===== src/hw/rtl/ccw_pkg.sv =====
// Shared constants, codes and the result record type for the chunk chain walker.
// Used by ccw_parse, ccw_outq and chunk_chain_walker; depends on nothing else.
package ccw_pkg;

    localparam int HEADER_BYTES = 16;
    localparam int COUNT_W      = 18;

    localparam logic [COUNT_W-1:0] MAX_ENTRIES = 18'd200000;

    localparam logic [31:0] MAGIC_PLAIN   = 32'h4C78_4746;
    localparam logic [31:0] MAGIC_OCCL    = 32'h4F78_4746;
    localparam logic [31:0] HDR_WORD_SIZE = 32'd10;
    localparam logic [31:0] HDR_WORD_ONE  = 32'd1;
    localparam logic [31:0] MIN_ENTRY     = 32'd8;

    // Input kinds.
    localparam logic KIND_START = 1'b0;
    localparam logic KIND_DATA  = 1'b1;

    // Result kinds.
    localparam logic RK_ENTRY  = 1'b0;
    localparam logic RK_STATUS = 1'b1;

    // Walk status codes.
    localparam logic [2:0] ST_COMPLETE   = 3'd0;
    localparam logic [2:0] ST_NOT_MAGIC  = 3'd1;
    localparam logic [2:0] ST_HEADER_BAD = 3'd2;
    localparam logic [2:0] ST_RAN_OFF    = 3'd3;
    localparam logic [2:0] ST_NO_SIZE    = 3'd4;
    localparam logic [2:0] ST_BAD_SIZE   = 3'd5;
    localparam logic [2:0] ST_TOO_MANY   = 3'd6;

    // Register index decoded from paddr.
    localparam logic REG_FILE_LENGTH = 1'b0;

    // Output queue geometry.
    localparam int OUTQ_DEPTH = 4;
    localparam int OUTQ_AW    = 2;
    localparam int OUTQ_CW    = 3;

    typedef struct packed {
        logic               result_kind;
        logic [31:0]        entry_tag;
        logic [31:0]        entry_size;
        logic [31:0]        entry_offset;
        logic [2:0]         status;
        logic               occluder;
        logic [COUNT_W-1:0] entry_count;
        logic               last;
    } result_t;

endpackage


===== src/hw/rtl/ccw_parse.sv =====
// Walk state and per-byte decision logic of the chunk chain walker.
// Produces up to two result records for each accepted transaction; uses ccw_pkg.
module ccw_parse import ccw_pkg::*; (
    input  logic        aclk,
    input  logic        aresetn,
    input  logic        accept,
    input  logic        in_kind,
    input  logic [7:0]  in_byte,
    input  logic [31:0] file_length,
    output result_t     res0,
    output result_t     res1,
    output logic [1:0]  n_res
);

    localparam logic [2:0] PH_HEADER = 3'd0;
    localparam logic [2:0] PH_BODY   = 3'd1;
    localparam logic [2:0] PH_TAG    = 3'd2;
    localparam logic [2:0] PH_SIZE   = 3'd3;
    localparam logic [2:0] PH_DONE   = 3'd4;

    logic [31:0]        pos_reg,   pos_next;
    logic [31:0]        start_reg, start_next;
    logic [2:0]         phase_reg, phase_next;
    logic [31:0]        tag_reg,   tag_next;
    logic [31:0]        size_reg,  size_next;
    logic [31:0]        hdr_reg,   hdr_next;
    logic [COUNT_W-1:0] count_reg, count_next;
    logic               var_reg,   var_next;
    logic [2:0]         ofs_reg,   ofs_next;

    logic [31:0] tag_sh, size_sh, hdr_sh;
    logic [32:0] len33, start8, start4, start12, start_sz;
    logic [COUNT_W-1:0] count_inc;

    assign tag_sh    = {in_byte, tag_reg[31:8]};
    assign size_sh   = {in_byte, size_reg[31:8]};
    assign hdr_sh    = {in_byte, hdr_reg[31:8]};
    assign len33     = {1'b0, file_length};
    assign start4    = {1'b0, start_reg} + 33'd4;
    assign start8    = {1'b0, start_reg} + 33'd8;
    assign start12   = {1'b0, start_reg} + 33'd12;
    assign start_sz  = {1'b0, start_reg} + {1'b0, size_sh};
    assign count_inc = count_reg + 1'b1;

    function automatic result_t mk(input logic rk, input logic [31:0] tag,
                                   input logic [31:0] size, input logic [31:0] off,
                                   input logic [2:0] st, input logic occ,
                                   input logic [COUNT_W-1:0] cnt);
        result_t r;
        r.result_kind  = rk;
        r.entry_tag    = tag;
        r.entry_size   = size;
        r.entry_offset = off;
        r.status       = st;
        r.occluder     = occ;
        r.entry_count  = cnt;
        r.last         = 1'b0;
        return r;
    endfunction

    always_comb begin
        logic done;
        logic enter_tag;
        logic runoff;
        pos_next   = pos_reg;
        start_next = start_reg;
        phase_next = phase_reg;
        tag_next   = tag_reg;
        size_next  = size_reg;
        hdr_next   = hdr_reg;
        count_next = count_reg;
        var_next   = var_reg;
        ofs_next   = ofs_reg;
        res0       = '0;
        res1       = '0;
        n_res      = 2'd0;
        done       = 1'b0;
        enter_tag  = 1'b0;
        runoff     = 1'b0;
        if (accept) begin
            if (in_kind == KIND_START) begin
                pos_next   = '0;
                start_next = 32'(HEADER_BYTES);
                phase_next = PH_HEADER;
                tag_next   = '0;
                size_next  = '0;
                hdr_next   = '0;
                count_next = '0;
                var_next   = 1'b0;
                ofs_next   = '0;
                if (len33 < 33'(HEADER_BYTES)) begin
                    res0       = mk(RK_STATUS, '0, '0, '0, ST_NOT_MAGIC, 1'b0, '0);
                    n_res      = 2'd1;
                    phase_next = PH_DONE;
                end
            end else if (phase_reg != PH_DONE) begin
                case (phase_reg)
                    PH_HEADER: begin
                        if (pos_reg < 32'd4) begin
                            hdr_next = hdr_sh;
                        end else if (pos_reg >= 32'd8 && pos_reg < 32'd12) begin
                            size_next = size_sh;
                        end else if (pos_reg >= 32'd12) begin
                            tag_next = tag_sh;
                        end
                        if (pos_reg == 32'd3) begin
                            if (len33 < 33'(HEADER_BYTES) ||
                                (hdr_sh != MAGIC_PLAIN && hdr_sh != MAGIC_OCCL)) begin
                                res0  = mk(RK_STATUS, '0, '0, '0, ST_NOT_MAGIC,
                                           var_reg, count_reg);
                                n_res = 2'd1;
                                done  = 1'b1;
                            end else begin
                                var_next = (hdr_sh == MAGIC_OCCL);
                            end
                        end else if (pos_reg >= 32'(HEADER_BYTES - 1)) begin
                            if (size_next != HDR_WORD_SIZE || tag_next != HDR_WORD_ONE) begin
                                res0  = mk(RK_STATUS, tag_next, size_next, 32'd8,
                                           ST_HEADER_BAD, var_reg, count_reg);
                                n_res = 2'd1;
                                done  = 1'b1;
                            end else begin
                                // The first entry starts right after the header.
                                phase_next = PH_BODY;
                                enter_tag  = 1'b1;
                                runoff     = len33 < 33'(HEADER_BYTES + 4);
                            end
                        end
                    end
                    PH_TAG: begin
                        tag_next = tag_sh;
                        ofs_next = ofs_reg + 3'd1;
                        if (ofs_reg == 3'd3) begin
                            if (tag_sh == '0) begin
                                res0  = mk(RK_STATUS, '0, '0, start_reg, ST_COMPLETE,
                                           var_reg, count_reg);
                                n_res = 2'd1;
                                done  = 1'b1;
                            end else if (start8 > len33) begin
                                res0  = mk(RK_STATUS, tag_sh, '0, start_reg, ST_NO_SIZE,
                                           var_reg, count_reg);
                                n_res = 2'd1;
                                done  = 1'b1;
                            end else begin
                                size_next  = '0;
                                phase_next = PH_SIZE;
                            end
                        end
                    end
                    PH_SIZE: begin
                        size_next = size_sh;
                        ofs_next  = ofs_reg + 3'd1;
                        if (ofs_reg == 3'd7) begin
                            if (size_sh < MIN_ENTRY || start_sz > len33) begin
                                res0  = mk(RK_STATUS, tag_reg, size_sh, start_reg,
                                           ST_BAD_SIZE, var_reg, count_reg);
                                n_res = 2'd1;
                                done  = 1'b1;
                            end else begin
                                count_next = count_inc;
                                start_next = start_sz[31:0];
                                res0  = mk(RK_ENTRY, tag_reg, size_sh, start_reg,
                                           ST_COMPLETE, var_reg, count_inc);
                                n_res = 2'd1;
                                if (count_inc >= MAX_ENTRIES) begin
                                    res1  = mk(RK_STATUS, '0, '0, start_sz[31:0],
                                               ST_TOO_MANY, var_reg, count_inc);
                                    n_res = 2'd2;
                                    done  = 1'b1;
                                end else begin
                                    // Only an eight-byte entry leaves no body to skip.
                                    phase_next = PH_BODY;
                                    enter_tag  = (size_sh == MIN_ENTRY);
                                    runoff     = start12 > len33;
                                end
                            end
                        end
                    end
                    default: begin
                        enter_tag = (pos_reg + 32'd1 == start_reg);
                        runoff    = start4 > len33;
                    end
                endcase
                if (done) begin
                    phase_next = PH_DONE;
                end else begin
                    pos_next = pos_reg + 32'd1;
                    if (phase_next == PH_BODY && enter_tag) begin
                        phase_next = PH_TAG;
                        tag_next   = '0;
                        ofs_next   = '0;
                        if (runoff) begin
                            if (n_res == 2'd0) begin
                                res0 = mk(RK_STATUS, '0, '0, start_next, ST_RAN_OFF,
                                          var_next, count_next);
                            end else begin
                                res1 = mk(RK_STATUS, '0, '0, start_next, ST_RAN_OFF,
                                          var_next, count_next);
                            end
                            n_res      = n_res + 2'd1;
                            phase_next = PH_DONE;
                        end
                    end
                end
            end
        end
        if (n_res == 2'd1) begin
            res0.last = 1'b1;
        end
        if (n_res == 2'd2) begin
            res1.last = 1'b1;
        end
    end

    always_ff @(posedge aclk) begin
        if (!aresetn) begin
            pos_reg   <= '0;
            start_reg <= 32'(HEADER_BYTES);
            phase_reg <= PH_HEADER;
            tag_reg   <= '0;
            size_reg  <= '0;
            hdr_reg   <= '0;
            count_reg <= '0;
            var_reg   <= 1'b0;
            ofs_reg   <= '0;
        end else begin
            pos_reg   <= pos_next;
            start_reg <= start_next;
            phase_reg <= phase_next;
            tag_reg   <= tag_next;
            size_reg  <= size_next;
            hdr_reg   <= hdr_next;
            count_reg <= count_next;
            var_reg   <= var_next;
            ofs_reg   <= ofs_next;
        end
    end

    // A pair of results is always an entry record followed by a final status.
    a_pair_order: assert property (@(posedge aclk) disable iff (!aresetn)
        n_res == 2'd2 |-> res0.result_kind == RK_ENTRY && res1.result_kind == RK_STATUS)
        else $error("two results out of order");

    // Any final status closes the walk.
    a_status_closes: assert property (@(posedge aclk) disable iff (!aresetn)
        (n_res == 2'd1 && res0.result_kind == RK_STATUS) || n_res == 2'd2
        |=> phase_reg == PH_DONE)
        else $error("walk continued after a final status");

    // The entry guard keeps the count within range.
    a_count_range: assert property (@(posedge aclk) disable iff (!aresetn)
        count_reg <= MAX_ENTRIES)
        else $error("entry count beyond the guard");

    // Data bytes after the final status give nothing.
    a_done_quiet: assert property (@(posedge aclk) disable iff (!aresetn)
        phase_reg == PH_DONE && accept && in_kind == KIND_DATA |=> $stable(phase_reg))
        else $error("finished walk reopened by a data byte");

endmodule


===== src/hw/rtl/ccw_outq.sv =====
// Four-deep result queue of the chunk chain walker: takes up to two records a
// cycle and hands out one per transaction on the result channel; uses ccw_pkg.
module ccw_outq import ccw_pkg::*; (
    input  logic       aclk,
    input  logic       aresetn,
    input  logic [1:0] push_n,
    input  result_t    push0,
    input  result_t    push1,
    input  logic       out_ready,
    output logic       out_valid,
    output result_t    out_data,
    output logic       room
);

    result_t              q_reg [OUTQ_DEPTH];
    logic [OUTQ_AW-1:0]   wr_reg,    wr_next;
    logic [OUTQ_AW-1:0]   rd_reg,    rd_next;
    logic [OUTQ_CW-1:0]   count_reg, count_next;
    logic                 pop;
    logic [OUTQ_AW-1:0]   wr_plus1;

    assign out_valid  = (count_reg != '0);
    assign out_data   = q_reg[rd_reg];
    assign pop        = out_valid && out_ready;
    // Room for the worst case of two records from the next transaction.
    assign room       = count_reg <= OUTQ_CW'(OUTQ_DEPTH - 2);
    assign wr_plus1   = wr_reg + 1'b1;
    assign wr_next    = wr_reg + push_n;
    assign rd_next    = rd_reg + OUTQ_AW'(pop);
    assign count_next = count_reg + OUTQ_CW'(push_n) - OUTQ_CW'(pop);

    always_ff @(posedge aclk) begin
        if (push_n != 2'd0) begin
            q_reg[wr_reg] <= push0;
        end
        if (push_n == 2'd2) begin
            q_reg[wr_plus1] <= push1;
        end
    end

    always_ff @(posedge aclk) begin
        if (!aresetn) begin
            wr_reg    <= '0;
            rd_reg    <= '0;
            count_reg <= '0;
        end else begin
            wr_reg    <= wr_next;
            rd_reg    <= rd_next;
            count_reg <= count_next;
        end
    end

    a_no_overflow: assert property (@(posedge aclk) disable iff (!aresetn)
        count_reg <= OUTQ_CW'(OUTQ_DEPTH))
        else $error("result queue overflow");

    a_fill_matches_ptrs: assert property (@(posedge aclk) disable iff (!aresetn)
        count_reg != OUTQ_CW'(OUTQ_DEPTH) |-> wr_reg - rd_reg == count_reg[OUTQ_AW-1:0])
        else $error("queue pointers disagree with fill level");

    // Records are pushed in the cycle of the accepting transaction, so room holds then.
    a_push_has_room: assert property (@(posedge aclk) disable iff (!aresetn)
        push_n != 2'd0 |-> room)
        else $error("records pushed without room");

endmodule


===== src/hw/rtl/chunk_chain_walker.sv =====
// Chunk chain walker: streams a tag/size chunk file a byte at a time and reports
// each entry and a final walk status. Top level; uses ccw_pkg, ccw_parse, ccw_outq.
//
// Usage. Write the file length through the register port (byte address 0) while
// the block is idle, then send a start transaction (s_tuser 0) followed by the
// file's bytes (s_tuser 1, byte in s_tdata). The block checks the magic word and
// the two header words, then walks the chained entries. Each good entry gives a
// record with m_tuser 0; the walk ends with one record with m_tuser 1 carrying
// the status. m_tlast marks the last record caused by one input transaction.
// Timing. Every input transaction is decided in the cycle it is accepted; its
// records go to the output queue, leaving one per cycle while m_tready is high.
// The block takes one byte per cycle; a byte can give two records, and the
// four-record output queue drops s_tready only when three or more records wait.
// When the receiver stalls, records queue up and input stops once the queue
// cannot take two more. Bytes after the final status are taken and ignored.
// Reset clears the walk state, empties the queue and sets the file length to 0.
module chunk_chain_walker import ccw_pkg::*; (
    input  logic         aclk,
    input  logic         aresetn,
    // Input channel. s_tdata: data_byte [7:0]. s_tuser: kind.
    input  logic         s_tvalid,
    output logic         s_tready,
    input  logic [7:0]   s_tdata,
    input  logic         s_tuser,
    // Result channel. m_tdata: entry_tag [31:0], entry_size [63:32],
    // entry_offset [95:64], status [98:96], occluder [99],
    // entry_count [117:100], zero [119:118]. m_tuser: result_kind.
    output logic         m_tvalid,
    input  logic         m_tready,
    output logic [119:0] m_tdata,
    output logic         m_tuser,
    output logic         m_tlast,
    // Register port.
    input  logic         psel,
    input  logic         penable,
    input  logic         pwrite,
    input  logic [2:0]   paddr,
    input  logic [31:0]  pwdata,
    output logic [31:0]  prdata,
    output logic         pready
);

    logic [31:0] file_length_reg, file_length_next;
    logic        accept;
    logic        room;
    result_t     res0, res1, head;
    logic [1:0]  n_res;

    assign pready = 1'b1;
    assign prdata = (paddr[2] == REG_FILE_LENGTH) ? file_length_reg : 32'd0;

    always_comb begin
        file_length_next = file_length_reg;
        if (psel && penable && pwrite && pready && paddr[2] == REG_FILE_LENGTH) begin
            file_length_next = pwdata;
        end
    end

    always_ff @(posedge aclk) begin
        if (!aresetn) begin
            file_length_reg <= '0;
        end else begin
            file_length_reg <= file_length_next;
        end
    end

    assign s_tready = room;
    assign accept   = s_tvalid && room;

    ccw_parse u_parse (
        .aclk        (aclk),
        .aresetn     (aresetn),
        .accept      (accept),
        .in_kind     (s_tuser),
        .in_byte     (s_tdata),
        .file_length (file_length_reg),
        .res0        (res0),
        .res1        (res1),
        .n_res       (n_res)
    );

    ccw_outq u_outq (
        .aclk      (aclk),
        .aresetn   (aresetn),
        .push_n    (n_res),
        .push0     (res0),
        .push1     (res1),
        .out_ready (m_tready),
        .out_valid (m_tvalid),
        .out_data  (head),
        .room      (room)
    );

    assign m_tdata = {2'b00, head.entry_count, head.occluder, head.status,
                      head.entry_offset, head.entry_size, head.entry_tag};
    assign m_tuser = head.result_kind;
    assign m_tlast = head.last;

endmodule


===== config.mk =====
export PLATFORM = sky130hd
export DESIGN_NAME = chunk_chain_walker
export DESIGN_NICKNAME = d
export VERILOG_FILES = /design/src/hw/rtl/ccw_pkg.sv /design/src/hw/rtl/ccw_parse.sv /design/src/hw/rtl/ccw_outq.sv /design/src/hw/rtl/chunk_chain_walker.sv
export SDC_FILE = /design/constraint.sdc
export NUM_CORES = 2
export LEC_CHECK = 0
export ABC_AREA = 1
export BUFFER_PORTS_ARGS = -buffer_cell sky130_fd_sc_hd__buf_4
export CAP_MARGIN = 25
export CORE_ASPECT_RATIO = 1.5
export CORE_MARGIN = 4
export CORE_UTILIZATION = 55
export CTS_BUF_LIST = sky130_fd_sc_hd__clkbuf_16
export DETAILED_ROUTE_END_ITERATION = 7
export GPL_ROUTABILITY_DRIVEN = 0
export PLACE_DENSITY = 0.71
export RECOVER_POWER = 25
export SYNTH_ARGS = -nofsm -noshare
export SYNTH_HDL_FRONTEND = slang
export SYNTH_SLANG_ARGS = --single-unit

===== constraint.sdc =====
create_clock -name aclk -period 13.4 [get_ports aclk]
set_input_delay 1.34 -clock aclk [delete_from_list [all_inputs] [get_ports aclk]]
set_output_delay 1.34 -clock aclk [all_outputs]
set_load 0.02 [all_outputs]

**Yosys cells after proc, flatten, opt, wreduce, memory -nomap -nowiden**

Memory sizes are Yosys's and may differ from the RTL's. A register that Yosys moved wholly into a read port is not among the register bits.
Index checks and enable logic that the tools add are counted.

- Reduce and logical (&&, ||, !) cells: 21
- Equality and inequality tests: 24
- $lt $le $gt $ge: 14
- Bitwise operators: 1
- Multiply operators: 0
- Add/sub/neg operators: 13
- Div/mod/pow operators: 0
- Shift-type cells: 0
- Mux-type cells: 162

Operator list:

| kind | number |
|---|---|
| 120-bit two-way mux | 28 |
| 32-bit two-way mux | 35 |
| 120-bit case mux with 3 select lines | 1 |
| 33-bit by 32-bit greater-than comparator with 1-bit output | 4 |
| 32-bit by 4-bit >= comparator with 1-bit output, second input constant | 3 |
| 32-bit case mux with 3 select lines | 1 |
| 18-bit two-way mux | 5 |
| 3-bit two-way mux | 23 |
| 32-bit by 4-bit adder with 33-bit output, second input constant | 2 |
| 32-bit by 4-bit less-than comparator with 1-bit output, second input constant | 2 |
| 32-bit by 5-bit less-than comparator with 1-bit output, second input constant | 2 |
| 32-bit by 31-bit != test with 1-bit output, second input constant | 2 |
| 32-bit case mux with 2 select lines | 1 |
| 1-bit two-way mux | 46 |
| 2-bit two-way mux | 17 |
| 32-bit by 3-bit adder with 33-bit output, second input constant | 1 |
| 32-bit by 32-bit adder with 33-bit output | 1 |
| 32-bit by 1-bit adder with 32-bit output, second input constant | 1 |
| 32-bit by 2-bit == test with 1-bit output, second input constant | 1 |
| 32-bit by 31-bit == test with 1-bit output, second input constant | 1 |
| 32-bit == test | 1 |
| 32-bit by 4-bit == test with 1-bit output, second input constant | 1 |
| 32-bit logical NOT | 1 |
| 32-bit by 3-bit less-than comparator with 1-bit output, second input constant | 1 |
| other kinds (36) | 54 |

- ROM bits: 0
- Bits of input ports: 51
- Register bits after elaboration: 224
- Bits in latches: 0
- Memory bits (writable): 480
- Memories: 1

Memories:

| name | words | bits a word | rd ports | clocked after Yosys merged registers in | write ports | line | text |
|---|---|---|---|---|---|---|---|
| u_outq.q_reg | 4 | 120 | 1 | 1 | 2 | ccw_outq.sv:15 | `result_t q_reg [OUTQ_DEPTH];` |

**Longest topological paths before layout**

- Word-level depth: 27
- Depth in mapped cells: 42
- Depth with buffers taken out: 41

**Cells and area by module**

Synthesis repeated with hierarchy kept, for this count alone.

- Cell total of the unflattened synthesis: 6,385
- Area, all modules: 47,132.7 um^2

By module, submodules not included:

| module | area each (um^2) | seq. area each (um^2) | cells an instance | instances |
|---|---|---|---|---|
| ccw_outq | 23,692.7 | 14,554.0 | 2,409 | 1 |
| ccw_parse | 21,728.3 | 3,543.4 | 3,690 | 1 |
| chunk_chain_walker | 1,711.6 | 640.6 | 286 | 1 |

**Worst setup path after synthesis**

Ideal clock, no wire load.

- Path kind: input to register
- Start point: input port s_tdata[6]
- End point: memory u_outq.q_reg[0][0] (netlist bit), enable pin
- Arrival: 6.400 ns
- Required time: 12.985 ns
- Stages on the path: 27
- Library setup time: 0.415 ns
- Setup slack: 6.585 ns
- Buffers on the path: 1
- Path through: ha_1 -> inv_1 -> nor3_1 -> nand2_1 -> nor4_1 -> nand2_1 -> o211ai_1 -> xor2_1 -> inv_1 -> ha_1 -> nand3_1 -> nor4_1 -> nand4_1 -> a21oi_1 -> inv_1 -> nor2_1 -> inv_2 -> nor2_1 -> inv_1 -> ha_1 -> inv_1 -> nand2_1 -> clkinv_1 -> nor2_4 -> nand3_2 -> clkbuf_1 -> nand2_1

RTL lines:

| item | line | text |
|---|---|---|
| start: declaration | chunk_chain_walker.sv:23 | `input logic [7:0] s_tdata,` |
| end: declaration | ccw_outq.sv:15 |  |

==> flow_metrics.env <==
export IMPL_synthCells=6654
export IMPL_synthFlopType="dfxtp_1"
export IMPL_power_frac_seq_pct=36.3
export IMPL_grtUsageMet1_pct=43.90
export IMPL_max_slew_margin_pct=-191.7
export IMPL_vias=47788
export IMPL_row_count=128
export IMPL_max_freq_mhz=98.88
export IMPL_sw_frac_of_total_pct=39.45
export IMPL_hold_viol=0
export IMPL_nFillCells=7960
export IMPL_final_setup_skew_ns=0.02392
export IMPL_cts_made_buffers=72
export IMPL_grt_overflow=0
export IMPL_ys_seq_elements=696
export IMPL_violations="max-capacitance violations, max-slew violations"
export IMPL_syn_area_um2=45050
export IMPL_timing_critical_path_mode_cell="nand2_1"
export IMPL_drt_pass1_iterations=6
export IMPL_start_util_pct=55.48
export IMPL_final_common_cell="nand2_1"
export IMPL_drtIter0Drc=6164
export IMPL_largest_reg_flops=480
export IMPL_clockBufferDepth=3
export IMPL_ctsHoldBuffers=0
export IMPL_ant_nets=0
export IMPL_p_int_mw=3.925
export IMPL_use_met3_pct=6.625
export IMPL_max_stage_delay_ns=1.52
export IMPL_die_area_um2=86640
export IMPL_ys_seq_area_share_pct=35.91
export IMPL_required_ns=13.65
export IMPL_pin_count=208
export IMPL_hp_class="register to register"
export IMPL_track_usage_pct=36.59
export IMPL_wl_per_cell_um=21.85
export IMPL_rsz0062_at_grt="false"
export IMPL_switchingPower_mw=2.557
export IMPL_crit_fanout=165
export IMPL_totalWireLength_um=167500
export IMPL_layout_nets=6785
export IMPL_design_core_area_um2=81200
export IMPL_cp_end_kind="register"
export IMPL_worstPathArrival_ns=10.36
export IMPL_setup_tns_ns=0
export IMPL_grt_pass1_vias=43619
export IMPL_die_h_um=358.5
export IMPL_start_kind="register"
export IMPL_grt_pass1_wl_um=251900
export IMPL_hold_path_endpoint="u_outq.q_reg[2][110]$_SDFFE_PP0N_"
export IMPL_setup_violations=0
export IMPL_whs_path_depth=2
export IMPL_utilization_pct=59.70
export IMPL_drc=0
export IMPL_timing_rr_end="u_outq.q_reg[0][38]$_DFFE_PP_"
export IMPL_tightest_slew_ns=4.375
export IMPL_ctsResizeCount=0
export IMPL_maxCapViolations=8
export IMPL_status="finished, violations left"
export IMPL_portBuffers=202
export IMPL_ir_drop_mv=0.1044
export IMPL_antenna_found_initial=10
export IMPL_cts_setup_buffers=0
export IMPL_root_buffer="clkbuf_16"
export IMPL_slew_viol_final=569
export IMPL_clock_sinks=696
export IMPL_min_period_ns=10.11
export IMPL_totalPowerFinal_mw=6.481
export IMPL_post_synth_num_cell_types=55
export IMPL_place_hpwl_um=106200
export IMPL_combPwrFrac_pct=31.8
export IMPL_rr_worst_depth=32
export IMPL_slowest_stage="clkbuf_1"
export IMPL_async_flop_share_pct=0
export IMPL_cts_tree="yes"
export IMPL_top_usage_layer="met2"
export IMPL_htree_num_levels=3
export IMPL_worstHoldStart="u_outq.q_reg[2][110]$_SDFFE_PP0N_"
export IMPL_worstSetupPathType="register to register"
export IMPL_area_growth_syn_to_layout_pct=7.610
export IMPL_worst_r2r_startpoint="u_parse.size_reg[8]$_SDFFE_PN0P_"
export IMPL_use_met2_pct=60.41
export IMPL_reg2reg_setup_slack_ns=3.29
export IMPL_finalCritPeriodShare_pct=75.47
export IMPL_drive_above_1_share_pct=4.957
export IMPL_leakagePower_nw=20.57
export IMPL_yosys_warnings=0
export IMPL_synth_edf_count=224
export IMPL_syn_avg_cell_area_um2=6.770
export IMPL_viasPerCell=6.235
export IMPL_clock_latency_ns=0.65
export IMPL_clkPwrFrac_pct=31.9
export IMPL_clk_pin_slew_worst_paths_ns=0.07
export IMPL_die_w_um=241.7
export IMPL_power_density_nw_per_um2=133.7
export IMPL_grt_max_degree=221
export IMPL_layout_common_cells="1650 x nand2_1, 935 x nand3_1, 698 x nor2_1"
## worst max path at each step
stage | from | end | slack (ns) | cells after the start
after floorplan | s_tdata[6] | u_outq.q_reg[0][0]$_DFFE_PP_ | 6.58 | 27
after global placement | u_parse.size_reg[8]$_SDFFE_PN0P_ | u_outq.q_reg[0][31]$_DFFE_PP_ | 4.66 | 35
after detailed placement | u_parse.size_reg[8]$_SDFFE_PN0P_ | u_outq.q_reg[0][39]$_DFFE_PP_ | 4.58 | 35
after CTS | u_parse.size_reg[8]$_SDFFE_PN0P_ | u_outq.q_reg[0][38]$_DFFE_PP_ | 4.51 | 35
after global routing | u_parse.size_reg[8]$_SDFFE_PN0P_ | u_outq.q_reg[0][40]$_DFFE_PP_ | 2.71 | 33
final | u_parse.size_reg[8]$_SDFFE_PN0P_ | u_outq.q_reg[0][38]$_DFFE_PP_ | 3.29 | 32
## power by group through the flow
stage                     clock [mW]  combinational, mW  sequential, mW
after floorplan                    0               1.38            2.33
after global placement             0               2.11            2.39
after detailed placement           0               2.13            2.39
after CTS                       2.08               2.14            2.34
after global routing            2.16               2.23            2.35
final                           2.07               2.06            2.35
## layer usage
metal | routed length [um] | vias to the layer above
met3 | 17590 | 664
met2 | 76600 | 2926
met1 | 60530 | 21917
met4 | 12710 | 6
li1 | - | 22275
met5 | 42 | -
## final cells by class
| type | count | area (um2) | area share [%] |
|---|---|---|---|
| clock buffer | 72 | 1802 | 3.717 |
| antenna | 7 | 17.52 | 0.03614 |
| tap | 1040 | 1301 | 2.684 |
| clock inverter | 59 | 549.3 | 1.133 |
| timing repair buffer | 297 | 1687 | 3.479 |
| sequential | 696 | 16180 | 33.38 |
| inverter | 450 | 1704 | 3.515 |
| multi-input combinational | 5043 | 25240 | 52.06 |
## cell usage after synthesis, types with 10 or more instances
cell          n  area, um2
a211oi_1     65      488.0
a21oi_1     332       1662
buf_1        30      112.6
buf_2       108      540.5
buf_4        21      157.7
buf_6        10      112.6
clkbuf_1    296       1111
dfxtp_1     472       9449
edfxtp_1    224       6726
ha_1        172       2152
inv_1       431       1618
inv_2        11      41.29
nand2_1    1659       6227
nand3_1     936       4684
nand4_1      54      337.8
nor2_1      704       2643
nor3_1       53      265.3
nor4_1       35      219.0
o2111ai_1    33      289.0
o211ai_1     35      262.8
o21ai_0     459       2297
o21ai_1      64      320.3
o22ai_1     192       1201
or2_2        19      118.9
xnor2_1      18      157.7
xor2_1      117       1025
## through the flow
stage          instance area (um2)  hold slack [ns]  worst slack (ns)  std cells
2_1_floorplan                45050           0.4382             6.585       6655
6_report                     48480           0.4616             3.287       7664
3_5_place_dp                 46680           0.4542             4.581       7522
3_3_place_gp                 46610           0.4496             4.659       7516
5_1_grt                      48460           0.4755             2.713       7657
4_1_cts                      49030           0.4628             4.511       7653
## critical path, delay by kind of cell (launching register included)
family                     cells  cell delay (ns)
AOI/OAI and AO/OA              7             1.72
xor gates and xnor gates       1             0.36
adders and majority gates      3             0.95
buffers and inverters          4             2.47
DFF                            1             0.54
and+or+nand+nor               17             3.52
## kinds of logic (layout without fill, tap and decap cells)
logic type,after synthesis,count (layout),share of synthesized area [%]
other,2,10,0.01667
buffers and inverters,916,878,8.277
flip-flops,696,696,35.91
AND/OR/NAND/NOR,3495,3495,32.78
adder cells (fa/ha/maj),174,174,4.866
XOR/XNOR,135,135,2.625
AO/OA/AOI/OAI,1236,1236,15.53
(Power assumes the default switching activity.)
